$ cat config.mk
export PLATFORM = sky130hd
export DESIGN_NAME = wma_queue
export DESIGN_NICKNAME = d
export VERILOG_FILES = /design/src/hdl/wma_pkg.sv /design/src/hdl/wma_queue.sv
export SDC_FILE = /design/constraint.sdc
export NUM_CORES = 1
export LEC_CHECK = 0
export CORE_MARGIN = 4
export CORE_UTILIZATION = 45
export CTS_CLUSTER_DIAMETER = 30
export DETAILED_ROUTE_END_ITERATION = 8
export DONT_BUFFER_PORTS = 1
export PLACE_DENSITY_LB_ADDON = 0.08
export SKIP_CTS_REPAIR_TIMING = 1
export SLEW_MARGIN = 20
export SYNTH_ARGS = -nofsm -noshare
export SYNTH_HDL_FRONTEND = slang
export SYNTH_SLANG_ARGS = --single-unit
$ cat constraint.sdc
create_clock -name aclk -period 4.9 [get_ports aclk]
set_input_delay 0.245 -clock aclk [delete_from_list [all_inputs] [get_ports aclk]]
set_output_delay 0.245 -clock aclk [all_outputs]
set_load 0.01 [all_outputs]
$ cat src/hdl/wma_pkg.sv
// Package for the windowed moving average unit: request and result payload
// types, field widths and command / register codes. No dependencies.
package wma_pkg;

    localparam int SAMPLE_BITS = 32;
    localparam int MEAN_BITS   = 48;

    // APB register map: byte address width and register indexes.
    localparam int APB_ADDR_W  = 3;
    localparam int APB_DATA_W  = 32;
    localparam logic [APB_ADDR_W-3:0] REG_WINDOW_SIZE = '0;

    localparam int WINDOW_RESET = 16;

    localparam logic CMD_SAMPLE = 1'b0;
    localparam logic CMD_CLEAR  = 1'b1;

    typedef struct packed {
        logic                          command;
        logic signed [SAMPLE_BITS-1:0] sample;
    } in_item_t;

    typedef struct packed {
        logic signed [MEAN_BITS-1:0] mean;
        logic                        mean_valid;
        logic                        window_full;
    } out_item_t;

endpackage

$ cat src/hdl/wma_queue.sv
// Two-entry job queue between the front end and the divider back end.
// Depends on wma_pkg only for the shared import convention.
module wma_queue import wma_pkg::*; #(
    parameter int DATA_W = 64
) (
    input  logic              aclk,
    input  logic              aresetn,
    input  logic              push,
    input  logic [DATA_W-1:0] push_data,
    input  logic              pop,
    output logic [DATA_W-1:0] pop_data,
    output logic              full,
    output logic              empty
);

    logic [DATA_W-1:0] entry_reg [2];
    logic              wr_ptr_reg;
    logic              rd_ptr_reg;
    logic [1:0]        count_reg;

    assign full     = (count_reg == 2'd2);
    assign empty    = (count_reg == 2'd0);
    assign pop_data = entry_reg[rd_ptr_reg];

    always_ff @(posedge aclk) begin
        if (push) begin
            entry_reg[wr_ptr_reg] <= push_data;
        end
    end

    always_ff @(posedge aclk) begin
        if (!aresetn) begin
            wr_ptr_reg <= 1'b0;
            rd_ptr_reg <= 1'b0;
            count_reg  <= 2'd0;
        end else begin
            if (push) begin
                wr_ptr_reg <= !wr_ptr_reg;
            end
            if (pop) begin
                rd_ptr_reg <= !rd_ptr_reg;
            end
            priority if (push && !pop) begin
                count_reg <= count_reg + 2'd1;
            end else if (pop && !push) begin
                count_reg <= count_reg - 2'd1;
            end else begin
                count_reg <= count_reg;
            end
        end
    end

endmodule

# After elaboration in Yosys (flattened, before gate mapping)
# Memory sizes are Yosys's and may differ from the RTL's. A register that Yosys moved wholly into a read port is not among the register bits.
# Index checks and enable logic that the tools add are counted.
# word_totals
reg_bits	4
mem_bits_rw	128
output_inout_bits	66
wordCells	21
n_memories	1
# memory_table
memory	depth	word_bits	read_ports	rd_clocked_by_memory_dff	write_ports	line_no	rtl
entry_reg	2	64	1	1	1	wma_queue.sv:16	logic [DATA_W-1:0] entry_reg [2];
# op_classes
n_addsub	2
eq_ne	1
muxes	6
reduce_logical	8
# ops
cell	n
$logic_not 1->1	4
$mux 1	4
$mux 2	2
$add 2x1->2 const B	1
$eq 2x2->1 const B	1
$logic_and 1x1->1	2
$logic_not 2->1	1
$reduce_bool 2->1	1
$sub 2x1->2 const B	1

# Depth between registers and ports, before layout
# logic_depth
word_depth	4
mapped_depth	5
ltp_nobuf	5

# Least setup slack after synthesis
# Ideal clock, no wire load.
# synth_timing
kind	reg-to-reg
startpoint	register wr_ptr_reg
endpoint	memory entry_reg[0][0], enable pin
setup_ns	0.495
arrival_time_ns	3.173
setup_slack_ns	1.232
stages_incl_launch_ff	2
period_less_slack_ns	3.668
path_cell_list	dfxtp_1 nor2b_1
# synth_rtl
item	line_no	rtl
from (decl)	wma_queue.sv:17	logic wr_ptr_reg;
from (signal assigned)	wma_queue.sv:38	wr_ptr_reg <= !wr_ptr_reg;
to (decl)	wma_queue.sv:16	
# Straight into the memory's write port.

==> impl_metrics.json <==
{
  "status": "complete, no violations",
  "cts_root_buf": "clkbuf_8",
  "gp_congestion": 0.739,
  "drcViolationCount": 0,
  "grt_usage": 0.140,
  "row_count": 37,
  "p_leak_nw": 2.13,
  "hold-worst-slack_ps": 124,
  "drive_gt1_frac": 0.306,
  "netlist_area_um2": 4860,
  "synth_area_leader_cell": "edfxtp_1",
  "ys_top_cells_by_area": "edfxtp_1 79%, mux2_2 15%, dfxtp_1 2.1%, buf_6 1.4%, and2_1 0.52%",
  "drv_cap": 0,
  "top_usage_layer": "met2",
  "wl_per_cell_um": 19.0,
  "crit_path_max_incr_delay_ps": 620,
  "fin_nets": 373,
  "min_delay_path_depth": 3,
  "drv_slew": 0,
  "worst_pin_slew_ps": 956,
  "grt_pass1_wl_um": 12900,
  "dp_hpwl_um": 5680,
  "largest_reg_flops": 128,
  "die_height_um": 112,
  "syn_area_per_cell_um2": 22.0,
  "hold_viol": 0,
  "grtUsageMet2": 0.237,
  "cts_max_level": 4,
  "max_slew_margin": 0.362,
  "hold_class": "in -> reg",
  "initial_core_util": 0.466,
  "min_period_ps": 2250,
  "ys.flop_type": "edfxtp_1",
  "io_pins": 134,
  "cp-end-kind": "output pin",
  "register_area_um2": 3950,
  "start_kind": "flop",
  "max-clock-path-buffers": 2,
  "ir_drop_uv": 222,
  "drt_first_pass_iters": 5,
  "cts.clk_slew.worst_paths_ps": 60,
  "syn_nets": 290,
  "ant_nets": 0,
  "finalClockSkew_ps": 7.55,
  "cp_slowest_cell": "buf_4",
  "r2r_end": "entry_reg[0][21]$_DFFE_PP_",
  "clk_latency_ps": 500,
  "synth.most_common_cell": "edfxtp_1",
  "hold_end": "count_reg[1]$_SDFFE_PN0P_",
  "syn_inst": 221,
  "synth-async-reset-ratio": 0,
  "cts_tree": "built",
  "yosysWarnings": 0,
  "diodes": 0,
  "grt_max_degree": 60,
  "core_area_um2": 10400,
  "cts_num_sinks": 133,
  "die_area_um2": 12500,
  "hp-start": "push",
  "drt_iter0_markers": 101,
  "grtUsageMet1": 0.133,
  "io_buffers": 0,
  "min_period_over_period": 0.460,
  "grtUsageMet3": 0.0913,
  "rsz0062_at_grt": "false",
  "criticalPathCategory": "reg -> out",
  "die-width_um": 112,
  "cts_made_buffers": 17,
  "reg2reg_depth": 2,
  "num_vias": 2239,
  "arrival_ps": 2010,
  "overflow": 0,
  "ys_seq_area_frac": 0.812,
  "ys_seq_elements": 133,
  "regToRegSetupSlack_ps": 2900,
  "ys_top_cells_by_count": "128 x edfxtp_1, 64 x mux2_2, 6 x buf_6",
  "numPlacedInstances": 353,
  "via_per_inst": 4.94,
  "grt_pass1_vias": 2261,
  "powerDensity_nw_per_um2": 446,
  "setup_viol": 0,
  "multi_input_area_um2": 845,
  "synth_top_area_share": 0.791,
  "antenna_found_initial": 0,
  "final_cells": 453,
  "syn2layout_area_growth_pct": 28.7,
  "fin_tns_setup_ps": 0,
  "required_ps": 4660,
  "worstPathMaxFanout": 59,
  "critPathTopFamily": "buffers and inverters",
  "worstReg2RegStart": "wr_ptr_reg$_SDFFE_PN0P_",
  "fmax_mhz": 444,
  "cp_cell_sequence": "buf_4 > mux2_2",
  "synth_edf_count": 128,
  "final.fill_count": 782,
  "synth_cell_types": 17,
  "cp.depth": 2,
  "drt-total-wl_um": 8610,
  "worst-path-buf-inv": 1
}
## where the power goes
group | leakage [nW] | internal [mW] | total [mW] | switching (mW)
Combinational | 0.603 | 0.105 | 0.226 | 0.120
Clock | 0.285 | 0.814 | 1.23 | 0.417
Sequential | 1.24 | 1.31 | 1.33 | 0.0168
Total | 2.13 | 2.23 | 2.79 | 0.554
## stage by stage
stage                     area, µm²  setup WS, ps  utilization  power, mW
after global routing           6250          2510        0.600       2.90
after detailed placement       4990          2860        0.479       1.53
after CTS                      5570          2590        0.535       2.77
after global placement         4990          2970        0.479       1.53
after floorplan                4860          1230            -       1.51
final                          6250          2650        0.600       2.79
## worst min-delay path: cells and delay by family
| family | cells | cell delay [ps] |
|---|---|---|
| adder cells (fa/ha/maj) | 1 | 160 |
| AO/OA/AOI/OAI | 1 | 50 |
| AND/OR/NAND/NOR | 1 | 120 |
## placed cells by master, fill, tap and decap left out, drive strengths merged
cell type and instances:
nor2 1, and2b 1, clkinv 8, xor2 2, dlygate4sd3 68, xnor2 1, dfxtp 5, mux2 64
edfxtp 128, bufinv 4, o21ai 1, a21boi 1, o21a 1, ha 1, clkbuf 19, nor2b 2
inv 1, and2 4, buf 3, or3 1, clkinvlp 1
## cell type report
class,count,share of cell area
timing repair buffer,71,0.112
clock inverter,13,0.0260
sequential,133,0.631
tap,136,0.0272
clock buffer,19,0.0675
inverter,1,0.000600
multi-input combinational,80,0.135
## kinds of logic (layout without fill, tap and decap cells)
| kind of cell | after synthesis | after routing | share of synthesized area |
|---|---|---|---|
| DFF | 133 | 133 | 0.812 |
| muxes | 64 | 64 | 0.148 |
| and+or+nand+nor | 9 | 9 | 0.0116 |
| buffers and inverters | 8 | 104 | 0.0162 |
| AOI/OAI and AO/OA | 3 | 3 | 0.00412 |
| xor gates and xnor gates | 3 | 3 | 0.00541 |
| adders and majority gates | 1 | 1 | 0.00257 |
## metal layers
layer	wire [µm]	share of wire
met1	3060	0.36
met2	4680	0.54
met3	770	0.089
met4	106	0.012
met5	0	0
## worst max path at each step
stage	slack [ps]	start	endpoint
after detailed placement	2860	wr_ptr_reg$_SDFFE_PN0P_	entry_reg[0][9]$_DFFE_PP_
after CTS	2590	flop	pop_data[23]
after global placement	2970	wr_ptr_reg$_SDFFE_PN0P_	entry_reg[0][27]$_DFFE_PP_
final	2650	flop	pop_data[40]
after global routing	2510	flop	pop_data[31]
after floorplan	1230	wr_ptr_reg$_SDFFE_PN0P_	entry_reg[0][0]$_DFFE_PP_
Note: power is estimated with default switching activity, not from simulation.
