<file path="src/hdl/wma_pkg.sv">
// Package for the windowed moving average unit: request and result payload
// types, field widths and command / register codes. No dependencies.
package wma_pkg;

    localparam int SAMPLE_BITS = 32;
    localparam int MEAN_BITS   = 48;

    // APB register map: byte address width and register indexes.
    localparam int APB_ADDR_W  = 3;
    localparam int APB_DATA_W  = 32;
    localparam logic [APB_ADDR_W-3:0] REG_WINDOW_SIZE = '0;

    localparam int WINDOW_RESET = 16;

    localparam logic CMD_SAMPLE = 1'b0;
    localparam logic CMD_CLEAR  = 1'b1;

    typedef struct packed {
        logic                          command;
        logic signed [SAMPLE_BITS-1:0] sample;
    } in_item_t;

    typedef struct packed {
        logic signed [MEAN_BITS-1:0] mean;
        logic                        mean_valid;
        logic                        window_full;
    } out_item_t;

endpackage

</file>
<file path="src/hdl/wma_back.sv">
// Back end of the moving average unit: a restoring divider, one quotient bit
// per cycle, followed by saturation, sign and the result register.
// Depends on wma_pkg.
module wma_back import wma_pkg::*; #(
    parameter int MAX_WINDOW = 1024,
    parameter int FRAC_BITS  = 16,
    parameter int IW         = $clog2(MAX_WINDOW),
    parameter int CW         = IW + 1,
    parameter int SUM_W      = SAMPLE_BITS + IW,
    parameter int JOB_W      = SUM_W + CW + 2
) (
    input  logic             aclk,
    input  logic             aresetn,
    input  logic             q_empty,
    input  logic [JOB_W-1:0] pop_data,
    output logic             pop,
    output logic             m_valid,
    input  logic             m_ready,
    output out_item_t        m_data
);

    localparam int DW  = SUM_W + FRAC_BITS;
    localparam int QX  = (DW > MEAN_BITS) ? DW : MEAN_BITS + 1;
    localparam int NW  = $clog2(DW + 1);

    typedef struct packed {
        logic             clear;
        logic [SUM_W-1:0] sum;
        logic [CW-1:0]    count;
        logic             full;
    } job_t;

    typedef enum logic [1:0] {B_IDLE, B_DIV, B_FIN} state_t;

    localparam logic [QX-1:0] LIM_POS = (QX'(1) << (MEAN_BITS - 1)) - QX'(1);
    localparam logic [QX-1:0] LIM_NEG = QX'(1) << (MEAN_BITS - 1);

    state_t           state_reg;
    logic [DW-1:0]    div_reg;
    logic [CW-1:0]    rem_reg;
    logic [CW-1:0]    den_reg;
    logic [NW-1:0]    step_reg;
    logic             neg_reg;
    logic             full_reg;
    logic             clear_reg;
    logic             m_valid_reg;
    out_item_t        m_data_reg;

    job_t             job;
    logic [SUM_W-1:0] mag;
    logic [CW:0]      trial;
    logic             qbit;
    logic [QX-1:0]    q_ext;
    logic [QX-1:0]    q_sat;
    logic             out_free;
    out_item_t        result;

    assign job   = pop_data;
    assign pop   = (state_reg == B_IDLE) && !q_empty;
    assign mag   = job.sum[SUM_W-1] ? (~job.sum + SUM_W'(1)) : job.sum;
    assign trial = {rem_reg, div_reg[DW-1]};
    assign qbit  = (trial >= {1'b0, den_reg});

    always_comb begin
        q_ext = QX'(div_reg);
        if (neg_reg) begin
            q_sat = (q_ext > LIM_NEG) ? LIM_NEG : q_ext;
        end else begin
            q_sat = (q_ext > LIM_POS) ? LIM_POS : q_ext;
        end
        result = '0;
        if (!clear_reg) begin
            result.mean        = neg_reg ? -q_sat[MEAN_BITS-1:0] : q_sat[MEAN_BITS-1:0];
            result.mean_valid  = 1'b1;
            result.window_full = full_reg;
        end
    end

    assign out_free = !m_valid_reg || m_ready;
    assign m_valid  = m_valid_reg;
    assign m_data   = m_data_reg;

    always_ff @(posedge aclk) begin
        if (!aresetn) begin
            state_reg   <= B_IDLE;
            m_valid_reg <= 1'b0;
            m_data_reg  <= '0;
            div_reg     <= '0;
            rem_reg     <= '0;
            den_reg     <= '0;
            step_reg    <= '0;
            neg_reg     <= 1'b0;
            full_reg    <= 1'b0;
            clear_reg   <= 1'b0;
        end else begin
            // In B_FIN a taken result is replaced by the next one below.
            if (m_valid_reg && m_ready && state_reg != B_FIN) begin
                m_valid_reg <= 1'b0;
            end
            unique case (state_reg)
                B_IDLE: begin
                    if (!q_empty) begin
                        clear_reg <= job.clear;
                        neg_reg   <= job.sum[SUM_W-1];
                        full_reg  <= job.full;
                        den_reg   <= job.count;
                        div_reg   <= DW'(mag) << FRAC_BITS;
                        rem_reg   <= '0;
                        step_reg  <= NW'(DW);
                        state_reg <= job.clear ? B_FIN : B_DIV;
                    end
                end
                B_DIV: begin
                    rem_reg  <= qbit ? CW'(trial - {1'b0, den_reg}) : trial[CW-1:0];
                    div_reg  <= {div_reg[DW-2:0], qbit};
                    step_reg <= step_reg - NW'(1);
                    if (step_reg == NW'(1)) begin
                        state_reg <= B_FIN;
                    end
                end
                B_FIN: begin
                    if (out_free) begin
                        m_data_reg  <= result;
                        m_valid_reg <= 1'b1;
                        state_reg   <= B_IDLE;
                    end
                end
                default: state_reg <= B_IDLE;
            endcase
        end
    end

endmodule

</file>
<file path="config.mk">
export PLATFORM = sky130hd
export DESIGN_NAME = wma_back
export DESIGN_NICKNAME = d
export VERILOG_FILES = /design/src/hdl/wma_pkg.sv /design/src/hdl/wma_back.sv
export SDC_FILE = /design/constraint.sdc
export NUM_CORES = 1
export LEC_CHECK = 0
export BUFFER_PORTS_ARGS = -buffer_cell sky130_fd_sc_hd__buf_2
export CORE_AREA = 4 4 128 130
export DETAILED_ROUTE_END_ITERATION = 12
export DIE_AREA = 0 0 132 134
export PLACE_DENSITY = 0.87
export SETUP_SLACK_MARGIN = 0.05
export SLEW_MARGIN = 20
export SYNTH_ARGS = -nofsm -noshare
export SYNTH_HDL_FRONTEND = slang
export SYNTH_SLANG_ARGS = --single-unit
</file>
<file path="constraint.sdc">
create_clock -name aclk -period 5.2 [get_ports aclk]
set_clock_uncertainty 0.05 [all_clocks]
set_input_delay 1.56 -clock aclk [delete_from_list [all_inputs] [get_ports aclk]]
set_output_delay 1.56 -clock aclk [all_outputs]
set_load 0.02 [all_outputs]
</file>
# Yosys cells after proc, flatten, opt, wreduce, memory -nomap -nowiden
# Cells that the tools add are included.
# totals
in_bits,59
word_cells,61
output_inout_bits,52
register_bits,142
# op_classes
n_reduce_logical,12
n_addsub,4
bitwise,2
n_eq_ne,7
order_cmp,3
n_mux,21
# ops
op,n
$mux W48,4
$pmux W58 S2,1
$gt A58 B47 Y1 const B,1
$gt A58 B48 Y1 const B,1
$mux W58,1
$mux W50,1
$neg A48 Y48,1
$add A42 B1 Y42 const B,1
$mux W42,1
$not A42 Y42,1
$mux W11,2
$pmux W11 S2,1
$ge A12 B11 Y1,1
$pmux W6 S2,1
$sub A11 B11 Y11,1
$mux W2,4
$ne A2 B2 Y1 const B,4
$eq A6 B1 Y1 const B,1
$mux W6,1
$pmux W2 S3,1
$reduce_and A2 Y1,3
$sub A6 B1 Y6 const B,1
$logic_and A1 B1 Y1,3
$mux W1,3
8 further kinds,9

# Longest topological paths before layout
# Gate-level depths: netlist (run 1).
# logic_depth
word_depth,6
mapped_depth,14
depth_no_buf,12

# Worst setup path before layout (run 1)
# OpenSTA, ideal clock, no wires.
# synth_path
path_kind,in2out
start,input port q_empty
end,output port pop
path_stages,4
arrival_ps,2654
path_slack_ps,936
n_path_buf,2
t_required_ps,3590
cell_sequence,or3_1 -> inv_1 -> clkbuf_1 -> clkbuf_1
# synth_via
elab_chain_len,2
# synth_lines
item,line,source
from (decl),wma_back.sv:14,"input logic q_empty,"
$logic_not A1 Y1,--,
$logic_and A1 B1 Y1,wma_back.sv:59,assign pop = (state_reg == B_IDLE) && !q_empty;
to (decl),wma_back.sv:16,"output logic pop,"
# Every way passes these cells.

# Worst setup path in the final report (run 1)
# layout_path
start,register div_reg[22]
end,register m_data_reg (netlist bit m_data[40])
# layout_via
elab_chain_len,6
elab_cells_between_ends,8
cone_classes,1 x add/sub; 2 x order compare; 5 x mux
# layout_lines
item,line,source
from (decl),wma_back.sv:39,logic [DW-1:0] div_reg;
from (signal assigned),wma_back.sv:107,div_reg <= DW'(mag) << FRAC_BITS;
from (signal assigned),wma_back.sv:115,"div_reg <= {div_reg[DW-2:0], qbit};"
$gt A58 B47 Y1 / $gt A58 B48 Y1 (equally long branches),"wma_back.sv:69, wma_back.sv:67",
$mux W48 (on tied branches),"wma_back.sv:69, wma_back.sv:67",
$mux W48 (*),wma_back.sv:66,if (neg_reg) begin
$neg A48 Y48,wma_back.sv:73,result.mean = neg_reg ? -q_sat[MEAN_BITS-1:0] : q_sat[MEAN_BITS-1:0];
$mux W48 (*),wma_back.sv:73,
$mux W50 (*),wma_back.sv:72,if (!clear_reg) begin
to (signal assigned),wma_back.sv:123,m_data_reg <= result;
to (decl),wma_back.sv:47,out_item_t m_data_reg;
# Mark *: on every way between the ends. The rest lies on a longest branch, timed or not.
# A chain may end at the register's enable or synchronous reset.

==> results of run 1 <==
[stage by stage]
| step | utilization (%) | worst slack (ns) |
|---|---|---|
| final | 62.9 | 1.19 |
| after global routing | 62.9 | 0.966 |
| after CTS | 62.9 | 1.22 |
| after detailed placement | 58.7 | 0.906 |
| after global placement | 58.7 | 0.917 |
| after floorplan | - | 0.936 |
[worst max-delay path by stage]
stage | to | cells after the start
after floorplan | pop | 4
after global placement | div_reg[53] | 9
after detailed placement | div_reg[53] | 9
after CTS | pop | 4
after global routing | m_data[40] | 12
final | m_data[40] | 12
[cells by family (layout without fill, tap and decap cells)]
kind of cell | after synthesis | count (layout) | synth area share [%]
buf+inv | 104 | 181 | 4.96
xor+xnor | 62 | 62 | 6.54
simple gates | 417 | 417 | 23.7
fa+ha+maj | 16 | 16 | 2.50
mux | 11 | 11 | 1.34
flops | 142 | 142 | 34.3
compound gates | 344 | 344 | 26.7
[layer usage]
layer	routed length [µm]	part of all wire (%)	global-route usage (%)
met3	2230	9.3	5.59
met2	10700	45	41.4
met1	10400	43	36.4
met4	635	2.6	9.92
met5	0	0	0
[cell type report]
| type | count | area (µm²) |
|---|---|---|
| inverters | 25 | 93.8 |
| flip-flops and latches | 142 | 2840 |
| well taps | 188 | 235 |
| clock buffers | 20 | 467 |
| clock inverters | 11 | 164 |
| fillers | 1333 | 5610 |
| multi-input cells | 850 | 5070 |
| repair buffers | 125 | 663 |
[cells in the mapped netlist (17+ instances only)]
cell type / count / area share, %
sky130_fd_sc_hd__o21ai_0: 83 / 5.0
sky130_fd_sc_hd__nand2_1: 166 / 7.5
sky130_fd_sc_hd__xnor2_1: 40 / 4.2
sky130_fd_sc_hd__nand3_1: 37 / 2.2
sky130_fd_sc_hd__nor4_1: 17 / 1.3
sky130_fd_sc_hd__nor3_1: 28 / 1.7
sky130_fd_sc_hd__dfxtp_1: 142 / 34
sky130_fd_sc_hd__a22oi_1: 28 / 2.5
sky130_fd_sc_hd__a21oi_1: 106 / 6.4
sky130_fd_sc_hd__clkbuf_1: 66 / 3.0
sky130_fd_sc_hd__o31ai_1: 17 / 1.5
sky130_fd_sc_hd__nor2_1: 87 / 3.9
sky130_fd_sc_hd__xor2_1: 22 / 2.3
sky130_fd_sc_hd__inv_1: 25 / 1.1
[report_power, final]
part           total, W  switching (W)  internal, W
Clock           0.00130       0.000462     0.000834
Sequential      0.00127      0.0000947      0.00117
Combinational   0.00102       0.000650     0.000370
[worst min-delay path: stages, from the launching register on]
cell and delay, ns:
sky130_fd_sc_hd__dfxtp_1 0.30, sky130_fd_sc_hd__nand2_1 0.05, sky130_fd_sc_hd__nand2_1 0.04
==> results.md, run 1 <==
Status:
- The run finished with clean final reports.

Logic synthesis:
- Counting flops with a built-in enable in the synthesized netlist gives 0.
- Synthesis inferred 142 register bits.
- The mapped netlist covers 8300 µm².
- The synthesized netlist contains 75 unique library cells.
- The most instantiated flip-flop cell in the synthesis netlist is sky130_fd_sc_hd__dfxtp_1.
- Synthesis produced a netlist with a net count of 1171.
- Yosys printed 0 warnings.
- The synthesized area divided by synthesized cell count is 7.57 µm².
- The cell count after synthesis came out at 1096.
- Sequential cells were found to cover 34.3% of the synthesized design area.
- The fraction of registers with async set/reset is 0%.

Timing:
- The routed design could run at a clock period as short as 4.01 ns.
- For the pin with the worst max-slew slack, the measured transition is 0.929 ns.
- The worst slew slack as a fraction of its limit is 37.2%.
- In the final timing run, aggregate negative setup slack is 0 ns.
- The timing-limited maximum frequency is 250 MHz.
- The number of max-slew violations in the final report was 0.
- Hold is met by 0.391 ns.
- The total of endpoints with negative setup slack in the final report is 0.
- The final critical-path share of the clock period is 77.0%.
- Setup repair after global routing left no endpoint under its margin.
- The number of failing hold endpoints at the final stage was 0.

Critical path:
- The stage delay of the slowest cell on the critical path is 0.58 ns.
- The worst setup path is launched from a flip-flop.
- The path depth of the worst reg2reg path is 12.
- The slack of the worst reg-to-reg path is 1.19 ns.
- The element type at the critical path end is a flip-flop.
- By startpoint and endpoint, the worst setup path is classified as flip-flop to flip-flop.
- STA puts the critical path data arrival time at 4.33 ns.
- The count of buffer and inverter cells on the critical path is 1.
- The critical path's slowest cell is sky130_fd_sc_hd__nor4_2.
- Traced cell by cell, the critical path runs through or3_1 > nor4_2 > nand3_4 > o31ai_4 > a21oi_1 > ha_1 > nand2_1 > inv_1 > a21oi_4 > o21ai_1 > a221oi_1 > a21o_1.
- The launching point of the worst reg2reg path is div_reg[22].
- In this run the critical register-to-register path is captured at m_data[40].
- In this run the worst setup path begins at div_reg[22].
- In this run the worst path has a maximum fanout of 14.
- The family with the most delay on the worst path is simple AND/OR/NAND/NOR gates.
- The required time reported for the critical path endpoint is 5.52 ns.

Placed design:
- Once placement finished, the instance area stood at 8900 µm².
- The last weighted congestion value of the routability-driven placer is 1.00.
- The half-perimeter wire length after placement is 16700 µm.
- The number of I/O port buffers is 110.
- The number of cells in the design after placement is 1330.

Drt:
- After the first detailed-routing iteration, the DRC count stood at 1229.
- The final antenna-violating net count is 0.
- Detailed routing inserted a total of 8589 vias.
- Summed over all layers, the routed wires come to 24000 µm.
- After detailed routing, the number of remaining DRC violations is 0.
- The detail-routed via count per cell is 6.31.
- For this run, the detailed router's first-pass iteration total came to 6.
- Dividing the detail-routed wire length by the instance count gives 17.6 µm.

Die:
- The die is 132 µm wide.
- The area of the die is 17700 µm².
- The die is 134 µm tall.
- The total number of placement rows is 45.
- For this configuration, the core starts out at a cell density of 54.8%.
- Pin placement for this block handled 111 I/O pins.
- The floorplan step defined a core boundary enclosing 15100 µm².

CTS:
- Clock-pin slew was measured on the worst setup and hold paths at 0.05 ns.
- The CTS buffer count is 17.
- Counting every sink on the clock net gives 142.
- The total number of H-tree levels is 4.
- The total of hold buffers inserted after clock tree synthesis is 0.
- The TritonCTS clock tree is built.
- In this run the deepest clock path goes through 2 buffers.
- The master cell of the clock root buffer is sky130_fd_sc_hd__clkbuf_16.
- In this run, post-CTS repair resized a total of 0 instances.
- The clock latency on the worst-skew pair is 0.43 ns.
- The post-CTS repair timing setup buffer count is 0.

Cells and area:
- The proportion of layout cells with a drive suffix above 1 is 15.5%.
- The top cell types in the final layout, fill and taps aside, are 166 x sky130_fd_sc_hd__nand2_1, 142 x sky130_fd_sc_hd__dfxtp_1, 110 x sky130_fd_sc_hd__buf_2.
- For this run, the number of standard cells in the final layout without fillers is 1361.
- Leaving out fill and tap cells, the most frequent cell in the layout is sky130_fd_sc_hd__nand2_1.
- The number of diodes added for antenna fixing is 0.
- The count of nets after finishing is 1236.
- From synthesis to final layout, the design area changed by 14.9%.
- The final design instance area without fill is 9530 µm².
- The flip-flop count of the largest register after layout is 58.

Global routing:
- Across every metal layer, demand over resource in global routing totals 26.6%.
- Entering global routing, the biggest net connects 76 pins.
- The via count of the first global-routing pass is 7793.
- The first global-routing pass estimated 39200 µm of wire.
- The final global-route overflow total is 0.
- The initial antenna violation count is 0.

Job:
- The number of violations of the max-capacitance limit is 0.

Min path:
- The worst hold-check path type is flip-flop to flip-flop.
- The launch instance of the worst min-delay path is m_data[26].
- The worst hold path was traced through 2 stages.
- The path with the worst hold slack has its endpoint at m_data[26].

Power:
- Dividing total power by cell area gives a power density of 376 nW/µm².
- Summed over all cells, the static leakage comes to 3.72 nW.
- The total chip power is 0.00359 W.
- The maximum vdd ir drop is 270 µV.
Power figures use the tool's default switching activity.
==> inputs of run 2 (changes only) <==
--- a/config.mk
+++ b/config.mk
@@ -6,9 +6,9 @@
 export NUM_CORES = 1
 export LEC_CHECK = 0
 export BUFFER_PORTS_ARGS = -buffer_cell sky130_fd_sc_hd__buf_2
-export CORE_AREA = 4 4 128 130
+export CORE_AREA = 4 4 131 133
 export DETAILED_ROUTE_END_ITERATION = 12
-export DIE_AREA = 0 0 132 134
+export DIE_AREA = 0 0 135 137
 export PLACE_DENSITY = 0.87
 export SETUP_SLACK_MARGIN = 0.05
 export SLEW_MARGIN = 20
==> constraint.sdc (replaced) <==
create_clock -name aclk -period 3.25 [get_ports aclk]
set_clock_uncertainty 0.05 [all_clocks]
set_input_delay 0.975 -clock aclk [delete_from_list [all_inputs] [get_ports aclk]]
set_output_delay 0.975 -clock aclk [all_outputs]
set_load 0.02 [all_outputs]
==> run 2 against run 1 <==
  * Combinational power up 90%
  * Power grew 67%
  * Register-to-register slack worse by 1.2 ns
  * Largest cell class unchanged
==> results.md, run 2 (synthesis results as in run 1) <==
Status:
- The run finished with clean final reports.

Die:
- The die width is 135 µm (+2.3%).
- The vertical die dimension came to 137 µm (+2.2%).
- The area inside the core boundary is 15800 µm² (+4.5%).
- The area of the die is 18500 µm² (+4.6%).
- The number of top-level pins is 111 (unchanged).
- The total number of placement rows is 46 (+2.2%).
- The initial core utilization came to 52.4% (-2.4 points).

Cells and area:
- The final design instance area without fill is 10400 µm² (+9.2%).
- The number of diodes added for antenna fixing is 0 (unchanged).
- The fill cell total of the finished layout is 1273 (-4.5%).
- The area added between synthesis and finish is 25.4%.
- The proportion of layout cells with a drive suffix above 1 is 23.4% (+7.9 points).
- The count of nets after finishing came to 1321 (+6.9%).
- Leaving out fill and tap cells, the most frequent cell in the layout is sky130_fd_sc_hd__nand2_1.
- Leaving out fill and tap cells, the most frequent cells in the layout are 166 x sky130_fd_sc_hd__nand2_1, 140 x sky130_fd_sc_hd__dfxtp_1, 110 x sky130_fd_sc_hd__buf_2.
- The flip-flop count of the largest register after layout is 58 (unchanged).
- The multi-input logic area is 5250 µm² (+3.6%).
- The number of cells in the finished layout apart from fillers was 1475 (+8.4%).
- The register area is 2850 µm² (about the same).

Power:
- The maximum vdd ir drop came to 473 µV (+75%).
- The total chip power is 0.00599 W (+67%).
- The cell area power density is 575 nW/µm² (+53%).
- The leakage power is 4.21 nW (+13%).

Timing:
- The total of endpoints with negative setup slack in the final report is 0 (unchanged).
- The number of failing hold endpoints at the final stage is 0 (unchanged).
- The clock period minus final worst setup slack is 3.22 ns (-0.787 ns).
- The timing-limited maximum frequency is 311 MHz (+24%).
- The number of max-slew violations in the final report is 0 (unchanged).
- Setup repair after global routing could not meet its margin everywhere.
- The final critical-path share of the clock period is 99.1% (+22 points).
- The pin slew with the least headroom to its limit is 0.842 ns (-0.0870 ns).
- The worst slew slack as a fraction of its limit is 43.6% (+6.4 points).

Placed design:
- The number of I/O port buffers is 110 (unchanged).
- The last weighted congestion value of the routability-driven placer is 1.02 (+2.0%).
- The number of cells in the design after placement is 1438 (+8.1%).
- The placement-stage cell area was 9640 µm² (+8.4%).
- The half-perimeter wire length after placement is 18900 µm (+13%).

CTS:
- TritonCTS built the clock tree.
- The total number of H-tree levels came to 4 (unchanged).
- The total of hold buffers inserted after clock tree synthesis is 0 (unchanged).
- CTS placed an instance of sky130_fd_sc_hd__clkbuf_16 at the clock tree root.
- The register clock-pin slew on the reported worst setup and hold paths came to 0.06 ns (about the same).
- The maximum count of clock buffers along a single path came to 2 (unchanged).
- The CTS buffer count is 17 (unchanged).
- The clock latency on the worst-skew pair is 0.44 ns (about the same).
- The clock sink count is 142 (unchanged).

Drt:
- The detailed-route via count is 9188 (+7.0%).
- The number of optimization iterations in the first detailed-route pass is 5 (-1).
- The count of unresolved DRC violations after routing is 0 (unchanged).
- The detail-routed via count per cell was 6.23 (-1.3%).
- The routed wirelength normalized by instance count came to 18.0 µm (+2.2%).
- The routed wire length is 26600 µm (+11%).
- The final antenna-violating net count was 0 (unchanged).
- The starting DRC count in detailed routing is 1134 (-7.7%).

Critical path:
- STA classifies the critical path endpoint as a flip-flop.
- The data arrival time of the worst path is 3.50 ns (-0.83 ns).
- The signal on the critical path passes through or4_4 > nor4_4 > nand4_1 > o31ai_4 > a21oi_2 > ha_4 > nor2b_4 > nor2b_4 > a21oi_4 > buf_4 > o21a_1 > a221oi_2 > a21o_1.
- The critical path's slowest cell is sky130_fd_sc_hd__or4_4.
- The stage delay of the slowest cell on the critical path came to 0.56 ns (-0.02 ns).
- Among the stages of the critical path, the cell type that occurs most often is sky130_fd_sc_hd__nor2b_4.
- The setup path with the least slack is of type flip-flop to flip-flop.
- The count of buffer and inverter cells on the critical path is 1 (unchanged).
- The launching point of the worst reg2reg path is div_reg[40].
- The slack of the worst reg-to-reg path is 0.03 ns (-1.16 ns).
- The top fanout value on the critical path is 5 (-9).
- The path depth of the worst reg2reg path was 13 (+1).
- The required time reported for the critical path endpoint came to 3.53 ns (-1.99 ns).
- The worst flop-to-flop path endpoint is m_data[40].
- The kind of start point of the critical path is a flip-flop.
- The timing startpoint of the critical path is div_reg[40].
- The family with the most delay on the worst path is simple AND/OR/NAND/NOR gates.

Min path:
- The worst hold path belongs to the class flip-flop to flip-flop.
- The number of cells on the worst hold path is 2 (unchanged).
- The endpoint with the worst hold slack is m_data[27].
- The launch instance of the worst min-delay path is m_data[27].

Global routing:
- The first-pass GRT wire length is 42200 µm (+7.9%).
- The final global-route overflow total is 0 (unchanged).
- The initial antenna violation count is 0 (unchanged).
- The maximum number of pins on one net before global-route repair was 73 (-3.9%).
- The total routing resource utilization after global routing is 28.3% (+1.7 points).
- The via count of the first global-routing pass is 8465 (+8.6%).

Job:
- The number of violations of the max-capacitance limit is 0 (unchanged).
run 2: worst register-to-register path: cells and delay by family, from the launching register on:
family                     cells  cell delay, ns
buffers and inverters          1            0.15
adders and majority gates      1            0.20
and+or+nand+nor                5            1.36
DFF                            1            0.31
AOI/OAI and AO/OA              6            1.04
run 2: final cells by class:
cell class | instances | area share [%]
Multi-Input combinational cell | 850 | 50.5
Sequential cell | 142 | 27.3
Timing Repair Buffer | 210 | 12.8
Clock buffer | 21 | 4.33
Tap cell | 216 | 2.60
Clock inverter | 11 | 1.59
Inverter | 25 | 0.902
run 2: repair_timing:
| action | in CTS | in global routing |
|---|---|---|
| pin swaps | 1 | 20 |
| setup buffers | 0 | 5 |
| resized for setup | 0 | 30 |
| setup endpoints to repair | 5 | 20 |
run 2: metal layers:
metal	GRT usage, %	up-vias	routed length (µm)
li1	-	4269	-
met1	36.9	4327	11000
met2	47.0	503	12400
met3	4.56	89	2350
met4	11.1	0	859
met5	0	-	0
run 2: worst max-delay path by stage:
stage,to,depth (start not counted)
floorplan,div_reg[53],9
global placement,div_reg[54],9
detailed placement,div_reg[51],9
CTS,m_data[40],12
global route,m_data[40],13
finish,m_data[40],13
run 2: power by group:
part / switching (W) / leakage (nW) / internal (W) / total, W
sequential: 0.000109 / 1.16 / 0.00188 / 0.00199
combinational: 0.00118 / 2.75 / 0.000755 / 0.00194
clock: 0.000759 / 0.301 / 0.00130 / 0.00206
run 2: through the flow:
step	utilization, %	TNS (ns)	setup WS [ns]	hold WS (ns)
finish	65.7	0	0.0307	0.389
detailed placement	60.9	-2.61	-0.318	0.382
CTS	64.8	0	0.0557	0.391
global route	65.7	-0.624	-0.112	0.408
floorplan	-	0	0.0144	0.382
global placement	60.9	-1.28	-0.193	0.370
==> inputs of run 3 (changes only) <==
--- a/config.mk
+++ b/config.mk
@@ -9,7 +9,7 @@
 export CORE_AREA = 4 4 131 133
 export DETAILED_ROUTE_END_ITERATION = 12
 export DIE_AREA = 0 0 135 137
-export PLACE_DENSITY = 0.87
+export PLACE_DENSITY_LB_ADDON = 0.05
 export SETUP_SLACK_MARGIN = 0.05
 export SLEW_MARGIN = 20
 export SYNTH_ARGS = -nofsm -noshare
==> run 3 against run 2 <==
  * Via count decreased by 4.9%
  * Worst hold slack worse by 0.0034 ns
  * Power down 3.8%
  * Critical path depth fell by 1
  * Sequential cell count unchanged
  * Combinational power about the same
  * Final cell count increased by 1.0%
  * Die area unchanged
  * Critical path type unchanged
  * Highest routed layer unchanged
==> results.md, run 3 (synthesis results as in run 1) <==
Job:
- The number of violations of the max-capacitance limit was 0 (unchanged).

Global routing:
- The initial antenna violation count is 0 (unchanged).
- The first-pass GRT wire length is 40700 µm (-3.6%).
- The maximum number of pins on one net before global-route repair came to 69 (-5.5%).
- The via count of the first global-routing pass is 7986 (-5.7%).
- The total routing resource utilization after global routing came to 27.2% (-1.0 points).
- The final global-route overflow total was 0 (unchanged).

Cells and area:
- The final design instance area without fill is 10400 µm² (about the same).
- The register area is 2850 µm² (about the same).
- The number of cells in the finished layout apart from fillers was 1490 (+1.0%).
- The proportion of layout cells with a drive suffix above 1 is 23.9% (+0.51 points).
- The most frequent standard cell in the layout excluding fill and tap cells is sky130_fd_sc_hd__nand2_1.
- The count of nets after finishing is 1337 (+1.2%).
- The area added between synthesis and finish is 25.3% (about the same).
- The multi-input logic area came to 5190 µm² (-1.2%).
- In the layout the commonest cells are 166 x sky130_fd_sc_hd__nand2_1, 139 x sky130_fd_sc_hd__dfxtp_1, 115 x sky130_fd_sc_hd__buf_4.
- The flip-flop count of the largest register after layout is 58 (unchanged).
- The number of diodes added for antenna fixing is 0 (unchanged).
- The fill cell total of the finished layout was 1411 (+11%).

Drt:
- The routed wire length is 25100 µm (-5.5%).
- The final antenna-violating net count is 0 (unchanged).
- The starting DRC count in detailed routing is 823 (-27%).
- The count of unresolved DRC violations after routing came to 0 (unchanged).
- The routed wirelength normalized by instance count came to 16.9 µm (-6.4%).
- The detail-routed via count per cell is 5.86 (-5.9%).
- The detailed-route via count was 8735 (-4.9%).
- The number of optimization iterations in the first detailed-route pass is 5 (unchanged).

Timing:
- The total of endpoints with negative setup slack in the final report was 0 (unchanged).
- The final critical-path share of the clock period is 97.6% (-1.5 points).
- The timing-limited maximum frequency is 315 MHz (+1.5%).
- The number of failing hold endpoints at the final stage came to 0 (unchanged).
- The clock period minus final worst setup slack is 3.17 ns (-0.0482 ns).
- Setup repair after global routing could not meet its margin everywhere.
- The pin slew with the least headroom to its limit was 0.816 ns (-0.0260 ns).
- The worst slew slack as a fraction of its limit came to 45.5% (+1.8 points).
- The number of max-slew violations in the final report was 0 (unchanged).

Critical path:
- Counting stages on the worst path, the most repeated cell is sky130_fd_sc_hd__nor2b_4.
- The slowest stage of the critical path belongs to the cell sky130_fd_sc_hd__or4_4.
- In this run the critical register-to-register path is launched from div_reg[17].
- STA classifies the critical path endpoint as a flip-flop.
- The data arrival time of the worst path is 3.49 ns (about the same).
- The critical path goes through or4_4 > nor4_4 > nand3_4 > o31ai_4 > a21oi_2 > ha_4 > nor2b_4 > nor2b_4 > a21oi_4 > o21ai_2 > a221oi_1 > a21o_1.
- The kind of critical path is flip-flop to flip-flop.
- The timing startpoint of the critical path is div_reg[17].
- The required time reported for the critical path endpoint is 3.57 ns (+0.04 ns).
- The top fanout value on the critical path is 6 (+1).
- The kind of start point of the critical path is a flip-flop.
- The stage delay of the slowest cell on the critical path is 0.57 ns (about the same).

Power:
- The sequential cell fraction of total power is 34.3% (+1.1 points).
- The fraction of power consumed by the clock network was 32.6% (-1.8 points).
- The switching share of total power is 34.5% (+0.26 points).
- The leakage power is 4.23 nW (+0.56%).
- The maximum vdd ir drop is 456 µV (-3.7%).
- The cell internal power dissipation is 0.00377 W (-4.2%).
- The cell area power density is 554 nW/µm² (-3.8%).
- The part of the power in combinational logic was 33.1% (+0.7 points).
- The total chip power is 0.00576 W (-3.8%).
- The net switching power was 0.00199 W (-3.1%).

Placed design:
- The half-perimeter wire length after placement is 18400 µm (-2.5%).
- The last weighted congestion value of the routability-driven placer is 0.921 (-9.8%).
- The placement-stage cell area is 9760 µm² (+1.2%).
- The number of I/O port buffers was 110 (unchanged).
- The number of cells in the design after placement is 1455 (+1.2%).

Die:
- The vertical die dimension is 137 µm (unchanged).
- The total number of placement rows is 46 (unchanged).
- The area of the die is 18500 µm² (unchanged).
- The initial core utilization was 52.4% (unchanged).
- The area inside the core boundary is 15800 µm² (unchanged).
- The number of top-level pins is 111 (unchanged).
- The die width is 135 µm (unchanged).

CTS:
- The register clock-pin slew on the reported worst setup and hold paths is 0.06 ns (about the same).
- The clock latency on the worst-skew pair came to 0.43 ns (about the same).
- The clock sink count came to 142 (unchanged).
- The maximum count of clock buffers along a single path is 2 (unchanged).
- The total number of H-tree levels is 4 (unchanged).
- TritonCTS built the clock tree.
- The CTS buffer count was 17 (unchanged).
- The master cell of the clock root buffer is sky130_fd_sc_hd__clkbuf_16.
- The total of hold buffers inserted after clock tree synthesis is 0 (unchanged).

Min path:
- The worst hold path belongs to the class flip-flop to flip-flop.
- The worst hold path begins at m_data[27].

Status:
- The run finished with clean final reports.
[run 3: metal layers]
metal  track usage [%]  routed length (µm)  up-vias
met5                 0                   0        -
met4              9.13                 568        0
met3              5.70                1820       43
met2              41.7               11000      355
met1              38.3               11700     4028
li1                  -                   -     4309
[run 3: repair_timing]
action / CTS / global route
hold endpoints to repair: 0 / 0
gates resized for setup: 0 / 9
pin swaps: 2 / 9
setup buffers: 0 / 4
endpoints found under the setup margin: 4 / 18
[run 3: final cells by class]
cell class / instances / area share (%)
flip-flops and latches: 142 / 27.4
well taps: 216 / 2.60
repair buffers: 226 / 13.8
inverters: 25 / 0.902
multi-input cells: 850 / 49.9
clock inverters: 9 / 0.818
clock buffers: 22 / 4.66
[run 3: path summary, 6_finish.rpt]
kind	end	slack (ns)	cells after the start
worst max-delay path	m_data[40]	0.08	12
worst min-delay path	m_data[27]	0.39	2
worst max register to register	m_data[40]	0.08	12
worst min register to register	m_data[27]	0.39	2
[run 3: stage by stage]
stage | setup slack, ns | utilization, % | setup TNS, ns | hold slack [ns]
2_1_floorplan | 0.0144 | - | 0 | 0.382
3_3_place_gp | -0.199 | 61.6 | -1.36 | 0.375
3_5_place_dp | -0.299 | 61.6 | -1.90 | 0.382
4_1_cts | 0.0559 | 65.2 | 0 | 0.391
5_1_grt | -0.0165 | 65.7 | -0.0165 | 0.400
6_report | 0.0789 | 65.7 | 0 | 0.386
[run 3: power groups by stage]
stage	clock network [W]	logic (W)	registers, W
after CTS	0.00190	0.00185	0.00197
after floorplan	0	0.00116	0.00207
after detailed placement	0	0.00184	0.00201
final	0.00188	0.00191	0.00197
after global routing	0.00198	0.00208	0.00199
after global placement	0	0.00183	0.00200
[run 3: critical path: cells and delay by family, from the launching register on]
kind                       cells  cell delay (ns)
and+or+nand+nor                5             1.35
AOI/OAI and AO/OA              6             1.22
DFF                            1             0.32
adders and majority gates      1             0.19
